--- config.mk ---
export PLATFORM = sky130hd
export DESIGN_NAME = iou_gdm_mul
export DESIGN_NICKNAME = d
export VERILOG_FILES = /design/src/rtl/iou_gdm_mul.sv
export SDC_FILE = /design/constraint.sdc
export NUM_CORES = 2
export LEC_CHECK = 0
export ABC_CLOCK_PERIOD_IN_PS = 17000
export BUFFER_PORTS_ARGS = -buffer_cell sky130_fd_sc_hd__buf_4
export CAP_MARGIN = 10
export CORE_MARGIN = 3
export CORE_UTILIZATION = 55
export CTS_BUF_LIST = sky130_fd_sc_hd__clkbuf_2 sky130_fd_sc_hd__clkbuf_4 sky130_fd_sc_hd__clkbuf_8
export CTS_CLUSTER_DIAMETER = 120
export DETAILED_ROUTE_END_ITERATION = 16
export PLACE_DENSITY = 0.73
export SYNTH_ARGS = -nofsm -noshare
export SYNTH_HDL_FRONTEND = slang
export SYNTH_SLANG_ARGS = --single-unit
--- constraint.sdc ---
create_clock -name clk_i -period 17 [get_ports clk_i]
set_input_delay 3.4 -clock clk_i [delete_from_list [all_inputs] [get_ports clk_i]]
set_output_delay 3.4 -clock clk_i [all_outputs]
set_load 0.01 [all_outputs]
--- src/rtl/iou_gdm_mul.sv ---
// Shared unsigned multiplier with a registered product.
// Operands are selected by the matcher sequencer; no package dependencies.
module iou_gdm_mul #(
  parameter int unsigned OpWidth = 25
) (
  input  logic                   clk_i,
  input  logic [OpWidth-1:0]     a_i,
  input  logic [OpWidth-1:0]     b_i,
  output logic [2*OpWidth-1:0]   p_o
);

  logic [2*OpWidth-1:0] p_q;

  always_ff @(posedge clk_i) begin
    p_q <= a_i * b_i;
  end

  assign p_o = p_q;

endmodule

==> impl_metrics.json <==
{
  "status": "finished, final reports clean",
  "crit_buf_inv": 8,
  "drv_cap": 0,
  "clock_sink_count": 50,
  "first_pass_iters": 5,
  "worst_hold_path.endpoint": "p_o[0]$_DFF_P_",
  "synth.yosys.seq_area_share_pct": 4.59,
  "vias": 16193,
  "post-place-ws_ns": 6.75,
  "hold_viol": 0,
  "max_slew_margin_pct": 62.1,
  "setup_violations": 0,
  "period_needed_ns": 9.97,
  "syn_avg_cell_area_sq_um": 9.02,
  "coreArea_sq_um": 38900,
  "worstSetupPathDepth": 25,
  "viasPerCell": 5.53,
  "cts_resized": 0,
  "slew_violations": 0,
  "die_area_sq_um": 42000,
  "cts_root_buffer": "clkbuf_8",
  "synth_ff_type": "dfxtp_1",
  "cts_setup_buffers": 0,
  "grt_max_degree": 26,
  "hp-class": "in -> reg",
  "final.setup.tns_ns": 0,
  "nets": 3169,
  "area_growth_pct": 4.81,
  "min-delay-start": "b_i[0]",
  "post_synth_num_cell_types": 58,
  "drtIter0Drc": 979,
  "hold-path-cell-count": 2,
  "holdBufCountCts": 0,
  "largest_reg_flops": 50,
  "worst-setup-path-type": "in -> reg",
  "postLayoutCellArea_sq_um": 22800,
  "drc": 0,
  "die_w_um": 205,
  "crit_family": "adder cells",
  "period_share_pct": 58.7,
  "syn_nets": 3177,
  "synthCells": 2415,
  "num-fill-cells": 3497,
  "async_reset_ff_share_pct": 0,
  "row_count": 72,
  "initial_utilization_pct": 56.0,
  "final_layout_size_suffix_gt1_share_pct": 4.94,
  "cp.arrival_ns": 10.19,
  "tightest_slew_ns": 0.560,
  "dp_hpwl_mm": 44.9,
  "clkSlewWorstSetupHoldPaths_ns": 0.09,
  "clock.fmax_ghz": 0.100,
  "die_y_um": 205,
  "ys_warn_count": 0,
  "worstPathMaxFanout": 25,
  "final.setup.worst_slack_ns": 7.03,
  "cts_buffer_depth": 2,
  "ios": 101,
  "final_cells": 2926,
  "ctsHtreeMaxLevel": 2,
  "gr-total-overflow": 0,
  "grt_first_pass_wirelength_mm": 92.5,
  "syn_area_sq_um": 21800,
  "dpl_cell_area_sq_um": 22700,
  "first_global_vias": 17930,
  "synth-edff-count": 0,
  "antenna_found_initial": 0,
  "ys_seq_elements": 50,
  "io_buffers": 100,
  "cts_made_buffers": 5,
  "routed_wl_mm": 56.9,
  "slowest_stage": "fa_1",
  "startpoint_type": "input pin",
  "routedWlPerCell_um": 19.5,
  "rsz0062_at_grt": "false",
  "critPathMaxStageDelay_ns": 0.56,
  "ant_nets": 0,
  "dp.cells": 2918,
  "cp-end-kind": "flip-flop",
  "grt_usage_pct": 28.2,
  "cts_tree": "done",
  "cp.required_ns": 17.22,
  "gp_congestion": 0.933
}
[synth_stat cells (17+ instances only)]
| cell type | count | share of area (%) |
|---|---|---|
| fa_1 | 526 | 48 |
| and2_1 | 338 | 9.7 |
| inv_1 | 596 | 10 |
| a21o_1 | 37 | 1.3 |
| clkbuf_1 | 110 | 1.9 |
| o21ai_0 | 17 | 0.39 |
| nand2_1 | 320 | 5.5 |
| dfxtp_1 | 50 | 4.6 |
| ha_1 | 185 | 11 |
| nor2_1 | 20 | 0.34 |
| xnor2_1 | 29 | 1.2 |
| a21oi_1 | 48 | 1.1 |
[worst max path at each step]
stage	startpoint	end
after floorplan	b_i[4]	p_o[45]$_DFF_P_
after global placement	a_i[13]	p_o[47]$_DFF_P_
after detailed placement	a_i[13]	p_o[47]$_DFF_P_
after CTS	a_i[13]	p_o[47]$_DFF_P_
after global routing	a_i[13]	p_o[47]$_DFF_P_
final	a_i[13]	p_o[47]$_DFF_P_
[kinds of logic after synthesis]
logic type	count (synthesis)	share of synthesized area (%)
xor+xnor	44	1.77
flops	50	4.59
mux	2	0.103
simple gates	732	17.1
compound gates	165	5.23
fa+ha+maj	711	59.0
buf+inv	711	12.3
[stage by stage]
| stage | hold slack [ns] | util, % |
|---|---|---|
| after floorplan | 3.53 | - |
| after global placement | 3.79 | 58.4 |
| after detailed placement | 3.79 | 58.4 |
| after CTS | 3.50 | 58.7 |
| after global routing | 3.52 | 58.7 |
| final | 3.51 | 58.7 |
[cell type report]
| cell class | instances | area (sq um) | share of cell area [%] |
|---|---|---|---|
| multi-input cells | 1654 | 18100 | 79.3 |
| inverters | 596 | 2240 | 9.80 |
| flip-flops and latches | 50 | 1000 | 4.38 |
| repair buffers | 100 | 751 | 3.29 |
| well taps | 518 | 648 | 2.84 |
| clock buffers | 5 | 68.8 | 0.301 |
| clock inverters | 2 | 15.0 | 0.0658 |
| diodes | 1 | 2.50 | 0.0110 |
[layout by cell type (no fill, tap or decap), drive strengths merged, types with 3 or more instances in the layout]
cell type,count
a211o,5
buf,100
nor3b,3
inv,596
and2,338
and3,14
a31oi,8
nand4,5
a311oi,4
nand2,320
ha,185
fa,526
clkbuf,5
o21ai,19
nor2,20
nand3,12
nor3,6
xor2,15
a211oi,4
or3,4
dfxtp,50
xnor2,29
o21a,3
o31ai,4
o21bai,9
a31o,3
a21o,37
nand2b,3
a21oi,49
[routing by layer]
metal / global-route usage, % / part of all wire (%) / up-vias
met3: 2.99 / 5.1 / 175
li1: - / - / 7011
met1: 34.0 / 37 / 8404
met5: 0 / 0 / -
met4: 14.1 / 6.1 / 0
met2: 50.3 / 52 / 603
Power is not shown: default switching activity piles up to over one toggle a cycle in this logic, so the estimate is an artifact.
