**src/rtl/iou_gdm_ram.sv**
```systemverilog
// Generic single-write, single-read RAM with registered read data.
// No dependencies.
module iou_gdm_ram #(
  parameter int unsigned Width = 8,
  parameter int unsigned Depth = 64
) (
  input  logic                     clk_i,
  input  logic                     we_i,
  input  logic [$clog2(Depth)-1:0] waddr_i,
  input  logic [Width-1:0]         wdata_i,
  input  logic [$clog2(Depth)-1:0] raddr_i,
  output logic [Width-1:0]         rdata_o
);

  logic [Width-1:0] mem_q [Depth];
  logic [Width-1:0] rdata_q;

  always_ff @(posedge clk_i) begin
    if (we_i) begin
      mem_q[waddr_i] <= wdata_i;
    end
    rdata_q <= mem_q[raddr_i];
  end

  assign rdata_o = rdata_q;

endmodule

```
**config.mk**
```make
export PLATFORM = sky130hd
export DESIGN_NAME = iou_gdm_ram
export DESIGN_NICKNAME = d
export VERILOG_FILES = /design/src/rtl/iou_gdm_ram.sv
export SDC_FILE = /design/constraint.sdc
export NUM_CORES = 1
export LEC_CHECK = 0
export ABC_AREA = 1
export BUFFER_PORTS_ARGS = -buffer_cell sky130_fd_sc_hd__buf_2
export CAP_MARGIN = 40
export CORE_MARGIN = 5
export CORE_UTILIZATION = 42
export CTS_CLUSTER_DIAMETER = 50
export CTS_CLUSTER_SIZE = 8
export DETAILED_ROUTE_END_ITERATION = 7
export PLACE_DENSITY = 0.63
export SKIP_LAST_GASP = 1
export SLEW_MARGIN = 20
export SYNTH_ARGS = -nofsm -noshare
export SYNTH_HDL_FRONTEND = slang
export SYNTH_SLANG_ARGS = --single-unit
```
**constraint.sdc**
```tcl
create_clock -name clk_i -period 2.1 [get_ports clk_i]
set_clock_uncertainty 0.05 [all_clocks]
set_input_delay 0.42 -clock clk_i [delete_from_list [all_inputs] [get_ports clk_i]]
set_output_delay 0.42 -clock clk_i [all_outputs]
set_load 0.05 [all_outputs]
```
==> run summary, run 1 <==
status = finished clean
final instance area = 25,100 um^2
global-route wire length before repair = 82.7 mm
data required time of the critical path = 1630 ps
Critical path origin = rdata_o[0]$_DFF_P_
Clock Power Share = 45.2%
HPWL after DPL = 31.9 mm
post-synthesis register bit count = 520
Mean Syn Cell Area = 11.8 um^2
cells along the critical path = buf_2
Max Cap Violations = 0
Chip Height = 235 um
Initial Util = 42.5%
worst r2r src = mem_q[55][5]$_DFFE_PP_
post-place instance area = 23,000 um^2
Critical Path Stages = 1
Overflow after GRT = 0
routed wire length = 53.6 mm
number of remaining DRC errors = 0
Internal = 18.7 mW
worst skew pair latency = 590 ps
clk root buf = clkbuf_16
vias in the first global route = 14,000
Synth Area in Compound Gates = 0%
P per Cell Area = 951 nW/um^2
cell area after synthesis = 21,300 um^2
H-tree depth = 3
register share of total power = 48.4%
IO Port Bufs = 29
CP delay by family, top = flip-flops
hold-fix buffers at CTS = 0
initial antenna violation count = 4
core area = 50,200 um^2
max_slew headroom = 54.5%
Final ANT Viol Nets = 0
slowest stage delay, CP = 430 ps
sequential area share after synthesis = 72.8%
RSZ-0062 raised after global routing = no
first-pass detailed-route iteration total = 5
Startpoint Class = register
Final Core Density = 50.0%
Mapped Cells = 1,805
via count = 14,200
r2r setup slk = 690 ps
routed vias/inst = 5.38
Worst-Margin Slew = 683 ps
worst-case clock buffer depth = 3
Non-Filler Instances = 2,637
post-CTS setup-driven buffer insertion count = 0
FF-to-FF End = rdata_o[5]$_DFF_P_
Fmax = 0.559 GHz
Cell variety after synth = 16
Inst Count DP = 2,528
cts repair resizes = 0
Hold Vio Cnt, Final = 0
CTS tree = done
mux contribution to synthesized area = 0%
clock transition at the registers of the reported paths = 50 ps
end of the critical path = rdata_o[0]
pre-CTS WS = 39.4 ps
drt first-iter violations = 1,373
Synth area leaders = edfxtp_1 (72%), nand2_1 (11%), nand3_1 (10%)
gpl congestion = 0.853
Clock Sinks = 520
largest net degree at the start of global routing = 82
combinational share of power = 6.4%
min-delay worst type = primary input to register
CP endpoint kind = primary output
depth of the worst hold-timing path = 3
cells on worst reg2reg path = 8
cell taking the most area after synthesis = edfxtp_1
gr usage total = 19.1%
post-synth top area share = 72.0%
Chip Width = 235 um
main combinational cell family by area after synthesis = simple AND/OR/NAND/NOR gates
# rows = 82
Tmin final = 1790 ps
Post-Synth XOR/XNOR Area = 0%
Synth Area in Adders = 0%
Final setup viols = 0
share of cells above drive strength 1 = 12.7%
Die ar. = 55,400 um^2
worst path buffer plus inverter count = 1
WP data arrival = 1320 ps
Post-Synth Simple-Gate Area = 23.2%
Num CTS Buffers = 76
Final nets = 1,956
Leak Pwr = 9.24 nW
WL per Instance = 20.3 um
Crit Path Category = register to primary output
NetSw = 5.19 mW
YS warnings = 0
Critical-path top delay cell = dfxtp_1
synth-to-layout area growth = 17.6%
Worst Setup Slack, final = 310 ps
Filler Cell Count = 4,315
Switching Fraction = 21.7%
crit path max fanout = 1
IO Pins = 30
Peak VDD IR = 556 uV
Final Slew Violations = 0
period utilisation layout = 85.2%
Mapped Nets = 1,827
-- registers in the layout, summed over array words and instances (netlist names) --
name and count:
rdata_o 8, mem_q 512
-- layer usage --
| metal | GRT usage [%] | part of all wire, % |
|---|---|---|
| met2 | 30.2 | 47 |
| met4 | 6.37 | 3.0 |
| met3 | 4.44 | 7.9 |
| met5 | 0 | 0.095 |
| met1 | 26.2 | 42 |
-- cell usage after synthesis --
library cell  count
nand2_1         648
edfxtp_1        512
nand3_1         439
nor2_1           56
buf_2            37
buf_6            35
clkbuf_1         15
buf_4            14
buf_1            10
inv_1            10
nand4_1           9
dfxtp_1           8
nor4_1            8
buf_8             2
inv_2             1
inv_6             1
-- layout by cell type, fill, tap and decap left out --
cell type / count
inv_4: 1
buf_12: 36
nand2_1: 648
diode_2: 2
inv_2: 1
buf_4: 100
clkbuf_1: 23
nand3_1: 439
buf_2: 27
clkbuf_8: 1
nor2_1: 56
edfxtp_1: 512
dfxtp_1: 8
clkbuf_16: 79
nor4_1: 8
clkinv_4: 1
clkinv_1: 1
inv_6: 2
clkinv_2: 2
nand4_1: 9
inv_1: 9
-- worst min-delay path by stage --
stage | startpoint | endpoint | slack, ps
2_1_floorplan | wdata_i[0] | mem_q[0][0]$_DFFE_PP_ | 470
3_3_place_gp | raddr_i[5] | rdata_o[4]$_DFF_P_ | 750
3_5_place_dp | mem_q[44][4]$_DFFE_PP_ | rdata_o[4]$_DFF_P_ | 740
4_1_cts | raddr_i[5] | rdata_o[2]$_DFF_P_ | 120
5_1_grt | raddr_i[5] | rdata_o[2]$_DFF_P_ | 130
6_report | raddr_i[5] | rdata_o[2]$_DFF_P_ | 160
-- through the flow --
step                      TNS [ps]  hold WS [ps]  power, mW
after floorplan              -8710           469       12.6
after global placement           0           746       13.2
after detailed placement         0           737       13.3
after CTS                        0           117       24.1
after global routing             0           134       24.7
final                            0           158       23.9
-- area by class of cell --
class                           instances  area [um^2]  area share [%]
Tap cell                              672          841            3.35
Clock buffer                          102         2060            8.22
Inverter                               12         52.6           0.209
Clock inverter                          5         31.3           0.125
Sequential cell                       520        15500            61.9
Timing Repair Buffer                  164         1620            6.46
Multi-Input combinational cell       1160         4950            19.7
Antenna cell                            2         5.00          0.0199
-- power groups by stage --
stage                     clock [mW]  combinational, mW  sequential (mW)
after floorplan                    0              0.807             11.8
after global placement             0               1.51             11.7
after detailed placement           0               1.53             11.7
after CTS                       11.0               1.53             11.5
after global routing            11.5               1.67             11.5
final                           10.8               1.53             11.6
-- kinds of logic (layout without fill, tap and decap cells) --
group                  after synthesis  after routing
buffers and inverters              125            283
other                                0              2
flip-flops                         520            520
AND/OR/NAND/NOR                   1160           1160
No activity file was read; power rests on OpenSTA's default activity.
==> run 2: changes to the inputs <==
- ABC_AREA: 1 -> default
==> run 2 against run 1 <==
Compared with the run above: sequential power barely moved; setup slack got worse by 230 ps; critical endpoint is now rdata_o[6]$_DFF_P_; sequential cell count stayed put; utilization grew 0.98 points; synthesized cell count fell by 48%; clock power about the same; total power shrank 0.87%; largest cell class unchanged; combinational power shrank 17%; largest power group unchanged.
==> run summary, run 2 <==
Final Slew Violations = 0 (unchanged)
H-tree depth = 3 (unchanged)
sequential area share after synthesis = 77.0% (+4.2 points)
slowest stage delay, CP = 460 ps (+30 ps)
Peak VDD IR = 493 uV (-11%)
share of cells above drive strength 1 = 35.2% (+23 points)
most common cell after layout, fill and taps aside = edfxtp_1
first-pass detailed-route iteration total = 5 (unchanged)
Crit Path Category = register to register
IO Pins = 30 (unchanged)
post-synth top area share = 76.2% (+4.2 points)
Initial Util = 42.3% (-0.21 points)
Critical-path top delay cell = mux4_2
Reg area = 15,500 um^2 (unchanged)
Pwr Total = 23.7 mW (-0.87%)
cell area after synthesis = 20,200 um^2 (-5.5%)
Inst Count DP = 1,701 (-33%)
Fin Hold WS = 184 ps (+25.9 ps)
Final Core Density = 51.0% (+0.98 points)
routed wire length = 47.1 mm (-12%)
Worst Setup Slack, final = 78.0 ps (-232 ps)
Mapped Nets = 962 (-47%)
post-CTS setup-driven buffer insertion count = 0 (unchanged)
register bank with the most flops = mem_q
via count = 10,200 (-28%)
worst skew pair latency = 580 ps (about the same)
worst-case clock buffer depth = 3 (unchanged)
Hold Vio Cnt, Final = 0 (unchanged)
IO Port Bufs = 29 (unchanged)
Non-Filler Instances = 1,806 (-32%)
Tmin final = 2020 ps (+232 ps)
RSZ-0062 raised after global routing = no
CTS tree = done
top-count cell post-synth = edfxtp_1
max reg flops = 512 (unchanged)
# rows = 80 (-2.4%)
HPWL after DPL = 30.0 mm (-5.8%)
YS warnings = 0 (unchanged)
vias in the first global route = 10,600 (-25%)
Clock Sinks = 520 (unchanged)
Chip Height = 229 um (-2.7%)
gr usage total = 18.0% (-1.0 points)
Fmax = 0.495 GHz (-11%)
Synth area leaders = edfxtp_1 (76%), mux4_2 (14%), nor2_1 (1.5%)
clock transition at the registers of the reported paths = 50 ps (about the same)
WL per Instance = 26.1 um (+28%)
r2r setup slk = 80 ps (-610 ps)
status = finished clean
Post-synth EDFFs = 512 (unchanged)
ys async rst share = 0% (unchanged)
Cell variety after synth = 40 (+24)
Chip Width = 229 um (-2.7%)
period utilisation layout = 96.3% (+11 points)
final instance area = 24,300 um^2 (-3.2%)
post-synthesis register bit count = 520 (unchanged)
Final nets = 1,185 (-39%)
pre-CTS WS = -563 ps (-602 ps)
synth-to-layout area growth = 20.5%
core area = 47,600 um^2 (-5.0%)
number of remaining DRC errors = 0 (unchanged)
Overflow after GRT = 0 (unchanged)
Final ANT Viol Nets = 0 (unchanged)
Final setup viols = 0 (unchanged)
cells along the critical path = mux4_2 > mux2_2 > o221a_2 > nor3_1 > o32ai_1
setup TNS = 0 ps (unchanged)
Startpoint Class = register
global-route wire length before repair = 70.1 mm (-15%)
CP endpoint kind = register
WP data arrival = 2420 ps (+1100 ps)
data required time of the critical path = 2500 ps (+870 ps)
Worst-Margin Slew = 758 ps (+75.6 ps)
drt first-iter violations = 1,013 (-26%)
crit path max fanout = 1 (unchanged)
cell taking the most area after synthesis = edfxtp_1
Mapped Cells = 940 (-48%)
routed vias/inst = 5.66 (+5.1%)
Leak Pwr = 7.99 nW (-13%)
area of the multi-input gates = 4320 um^2 (-13%)
largest net degree at the start of global routing = 65 (-21%)
Mean Syn Cell Area = 21.5 um^2 (+81%)
clk root buf = clkbuf_16
most frequent cells in the layout = edfxtp_1 (512), buf_4 (158), mux4_2 (126)
Num CTS Buffers = 75 (-1.3%)
Die ar. = 52,500 um^2 (-5.3%)
min-delay worst type = primary input to register
post-place instance area = 22,200 um^2 (-3.5%)
ys flop type = edfxtp_1
initial antenna violation count = 4 (unchanged)
P per Cell Area = 974 nW/um^2 (+2.4%)
Max Cap Violations = 0 (unchanged)
gpl congestion = 0.851 (-0.30%)
Commonest cells post-synth = edfxtp_1 (512), mux4_2 (126), nor2_1 (83), mux2i_1 (23), nand2_1 (19)
max_slew headroom = 49.5% (-5.0 points)
Filler Cell Count = 3,747 (-13%)
## run 2: area by class of cell
class                           count  area share, %
Multi-Input combinational cell    369           17.8
Tap cell                          615           3.17
Sequential cell                   520           63.9
Antenna cell                        2         0.0206
Clock inverter                      2          0.160
Clock buffer                      101           8.48
Timing Repair Buffer              197           6.47
## run 2: logic make-up (layout without fill, tap and decap cells)
kind of cell           after synthesis  after routing  share of synthesized area, %
DFF                                520            520                          77.0
other                                0              2                             0
and+or+nand+nor                    153            153                          3.39
buffers and inverters               51            300                          1.57
muxes                              162            162                          15.9
AOI/OAI and AO/OA                   54             54                          2.07
## run 2: where the power goes
| group | switching (mW) | internal, mW | leakage (nW) |
|---|---|---|---|
| clock | 4.03 | 6.82 | 1.02 |
| combinational | 0.751 | 0.515 | 2.30 |
| sequential | 0.0392 | 11.5 | 4.67 |
| total | 4.82 | 18.9 | 7.99 |
## run 2: timing repair
action                     4_1_cts  5_1_grt
resized for setup                0        2
setup endpoints to repair        0        1
hold buffers                     0        0
## run 2: path summary, 6_finish.rpt
check                         start               endpoint  cells after the start
min reg2reg  mem_q[19][0]$_DFFE_PP_     rdata_o[0]$_DFF_P_                      4
max          mem_q[29][6]$_DFFE_PP_     rdata_o[6]$_DFF_P_                      5
max reg2reg  mem_q[29][6]$_DFFE_PP_     rdata_o[6]$_DFF_P_                      5
min                      wdata_i[1]  mem_q[3][1]$_DFFE_PP_                      1
## run 2: critical path, delay by kind of cell, from the launching register on
kind,cells,cell delay [ps]
AND/OR/NAND/NOR,1,280
AO/OA/AOI/OAI,2,430
flip-flops,1,360
multiplexers,2,770
## run 2: metal layers
| layer | wire (um) | global-route usage, % | vias to the layer above |
|---|---|---|---|
| met4 | 989 | 5.81 | 4 |
| met3 | 3360 | 3.77 | 72 |
| met1 | 19700 | 25.2 | 5378 |
| met2 | 23100 | 28.7 | 399 |
| met5 | 25 | 0 | - |
| li1 | - | - | 4365 |
==> run 3: changes to the inputs <==
- CORE_ASPECT_RATIO: default -> 0.75
- CTS_CLUSTER_SIZE: 8 -> 20
==> run 3 against run 2 <==
Compared with the run above: sequential power is essentially flat; count of clock-buffer cells in the layout shrank 60; register-to-register slack is essentially flat; non-clock buffer count shrank 2; setup slack gained 6.7 ps; first-iteration DRC count grew 5.8%; sequential share of layout area grew 2.5 points; via count shrank 2.4%; utilization shrank 1.6 points; worst hold slack gained 64 ps; combinational power is essentially flat; critical endpoint unchanged; largest cell class unchanged.
==> run summary, run 3 (synthesis results as in run 2) <==
worst-case clock buffer depth = 3 (unchanged)
FF-to-FF End = rdata_o[6]$_DFF_P_
register bank with the most flops = mem_q
data required time of the critical path = 2470 ps (-30 ps)
RSZ-0062 raised after global routing = no
CTS tree = done
IO Pins = 30 (unchanged)
Clock Sinks = 520 (unchanged)
Hold Vio Cnt, Final = 0 (unchanged)
routed vias/inst = 5.59 (-1.2%)
first-pass detailed-route iteration total = 5 (unchanged)
most frequent cells in the layout = edfxtp_1 (512), buf_4 (155), mux4_2 (126)
WP data arrival = 2380 ps (-40 ps)
Internal = 15.8 mW (-16%)
NetSw = 4.21 mW (-13%)
worst r2r src = mem_q[24][6]$_DFFE_PP_
post-CTS setup-driven buffer insertion count = 0 (unchanged)
Antenna Diode Count = 0 (-2)
IO Port Bufs = 29 (unchanged)
Final ANT Viol Nets = 0 (unchanged)
max reg flops = 512 (unchanged)
global-route wire length before repair = 66.9 mm (-4.5%)
crit path max fanout = 1 (unchanged)
Critical path origin = mem_q[24][6]$_DFFE_PP_
Worst Setup Slack, final = 84.8 ps (+6.75 ps)
pre-CTS WS = -497 ps (+66.2 ps)
core area = 47,400 um^2 (-0.52%)
Die ar. = 52,500 um^2 (about the same)
cells on worst reg2reg path = 5 (unchanged)
Final setup viols = 0 (unchanged)
CP endpoint kind = register
share of cells above drive strength 1 = 33.9% (-1.3 points)
register share of total power = 57.6% (+8.8 points)
Leak Pwr = 7.54 nW (-5.7%)
min-delay worst type = primary input to register
Chip Height = 200 um (-13%)
Fmax = 0.496 GHz (+0.34%)
final instance area = 23,400 um^2 (-3.7%)
post-place instance area = 22,200 um^2 (+0.12%)
most common cell after layout, fill and taps aside = edfxtp_1
Non-Filler Instances = 1,783 (-1.3%)
WL per Instance = 25.3 um (-3.2%)
HPWL after DPL = 29.8 mm (-0.76%)
largest net degree at the start of global routing = 65 (unchanged)
gpl congestion = 0.821 (-3.5%)
worst skew pair latency = 540 ps (-40 ps)
Clock Power Share = 36.0% (-9.8 points)
Final nets = 1,144 (-3.5%)
status = finished clean
gr usage total = 17.2% (-0.84 points)
clk root buf = clkbuf_16
# rows = 69 (-14%)
Peak VDD IR = 832 uV (+69%)
clock transition at the registers of the reported paths = 80 ps (+30 ps)
Chip Width = 263 um (+15%)
Inst Count DP = 1,723 (+1.3%)
via count = 9,969 (-2.4%)
Crit Path Category = register to register
r2r setup slk = 80 ps (about the same)
period utilisation layout = 96.0% (-0.32 points)
max_slew headroom = 50.5% (+1.0 points)
Tmin final = 2020 ps (-6.75 ps)
H-tree depth = 2 (-1)
Overflow after GRT = 0 (unchanged)
combinational share of power = 6.3% (+1.0 points)
number of remaining DRC errors = 0 (unchanged)
synth-to-layout area growth = 16.0%
Max Cap Violations = 0 (unchanged)
Worst-Margin Slew = 743 ps (-15.0 ps)
Num CTS Buffers = 36 (-52%)
HP Start = raddr_i[5]
Fin Hold WS = 248 ps (+63.6 ps)
vias in the first global route = 9,917 (-6.1%)
routed wire length = 45.1 mm (-4.4%)
drt first-iter violations = 1,072 (+5.8%)
end of the critical path = rdata_o[6]$_DFF_P_
P per Cell Area = 854 nW/um^2 (-12%)
initial antenna violation count = 3 (-1)
Initial Util = 42.5% (+0.22 points)
Switching Fraction = 21.1% (+0.73 points)
Startpoint Class = register
Final Slew Violations = 0 (unchanged)
-- run 3: cell count changes in the layout (fill, tap and decap cells not counted), moves of 2 or more --
cell	before	now
clkbuf_16	79	37
clkinv_1	0	5
clkinv_2	0	2
diode_2	2	0
buf_4	158	155
clkinv_4	0	2
clkbuf_1	22	4
clkinvlp_4	0	2
bufinv_16	1	4
-- run 3: per-layer routing --
| metal | GRT usage, % | up-vias | wire [um] |
|---|---|---|---|
| li1 | - | 4279 | - |
| met1 | 26.9 | 5269 | 20500 |
| met2 | 25.6 | 369 | 20000 |
| met3 | 3.59 | 50 | 3880 |
| met4 | 2.95 | 2 | 673 |
| met5 | 0 | - | 13 |
-- run 3: area by class of cell --
type	instances	area, um^2
fillers	3804	24000
multi-input cells	369	4320
well taps	639	800
clock inverters	19	230
flip-flops and latches	520	15500
clock buffers	41	941
repair buffers	195	1570
-- run 3: power groups by stage --
stage	clock network (mW)	registers, mW	logic, mW
floorplan	0	11.8	0.614
global placement	0	11.7	1.25
detailed placement	0	11.7	1.28
CTS	7.37	11.5	1.28
global route	7.79	11.5	1.35
finish	7.20	11.5	1.27
-- run 3: per-stage QoR --
stage	TNS, ps	utilization (%)	power, mW
2_1_floorplan	0	-	12.4
3_3_place_gp	-3240	46.8	13.0
3_5_place_dp	-3310	46.9	13.0
4_1_cts	0	49.3	20.2
5_1_grt	0	49.4	20.7
6_report	0	49.4	20.0
-- run 3: repair_timing --
item / in CTS / in global routing
hold endpoints to repair: 0 / 0
hold buffers: 0 / 0
gates resized for setup: 0 / 1
endpoints found under the setup margin: 0 / 1
-- run 3: how the worst min path moves through the flow --
stage / end / slack [ps] / cells after the start
4_1_cts: rdata_o[2]$_DFF_P_ / 220 / 3
2_1_floorplan: mem_q[0][0]$_DFFE_PP_ / 470 / 0
3_3_place_gp: rdata_o[6]$_DFF_P_ / 750 / 3
5_1_grt: rdata_o[6]$_DFF_P_ / 240 / 3
3_5_place_dp: rdata_o[6]$_DFF_P_ / 770 / 3
6_report: rdata_o[6]$_DFF_P_ / 250 / 3
-- run 3: critical path, stage by stage (launching register included) --
cell and delay [ps]:
edfxtp_1 370, mux4_2 470, mux2_2 290, o221a_2 290, nor3_1 300, o32ai_1 130
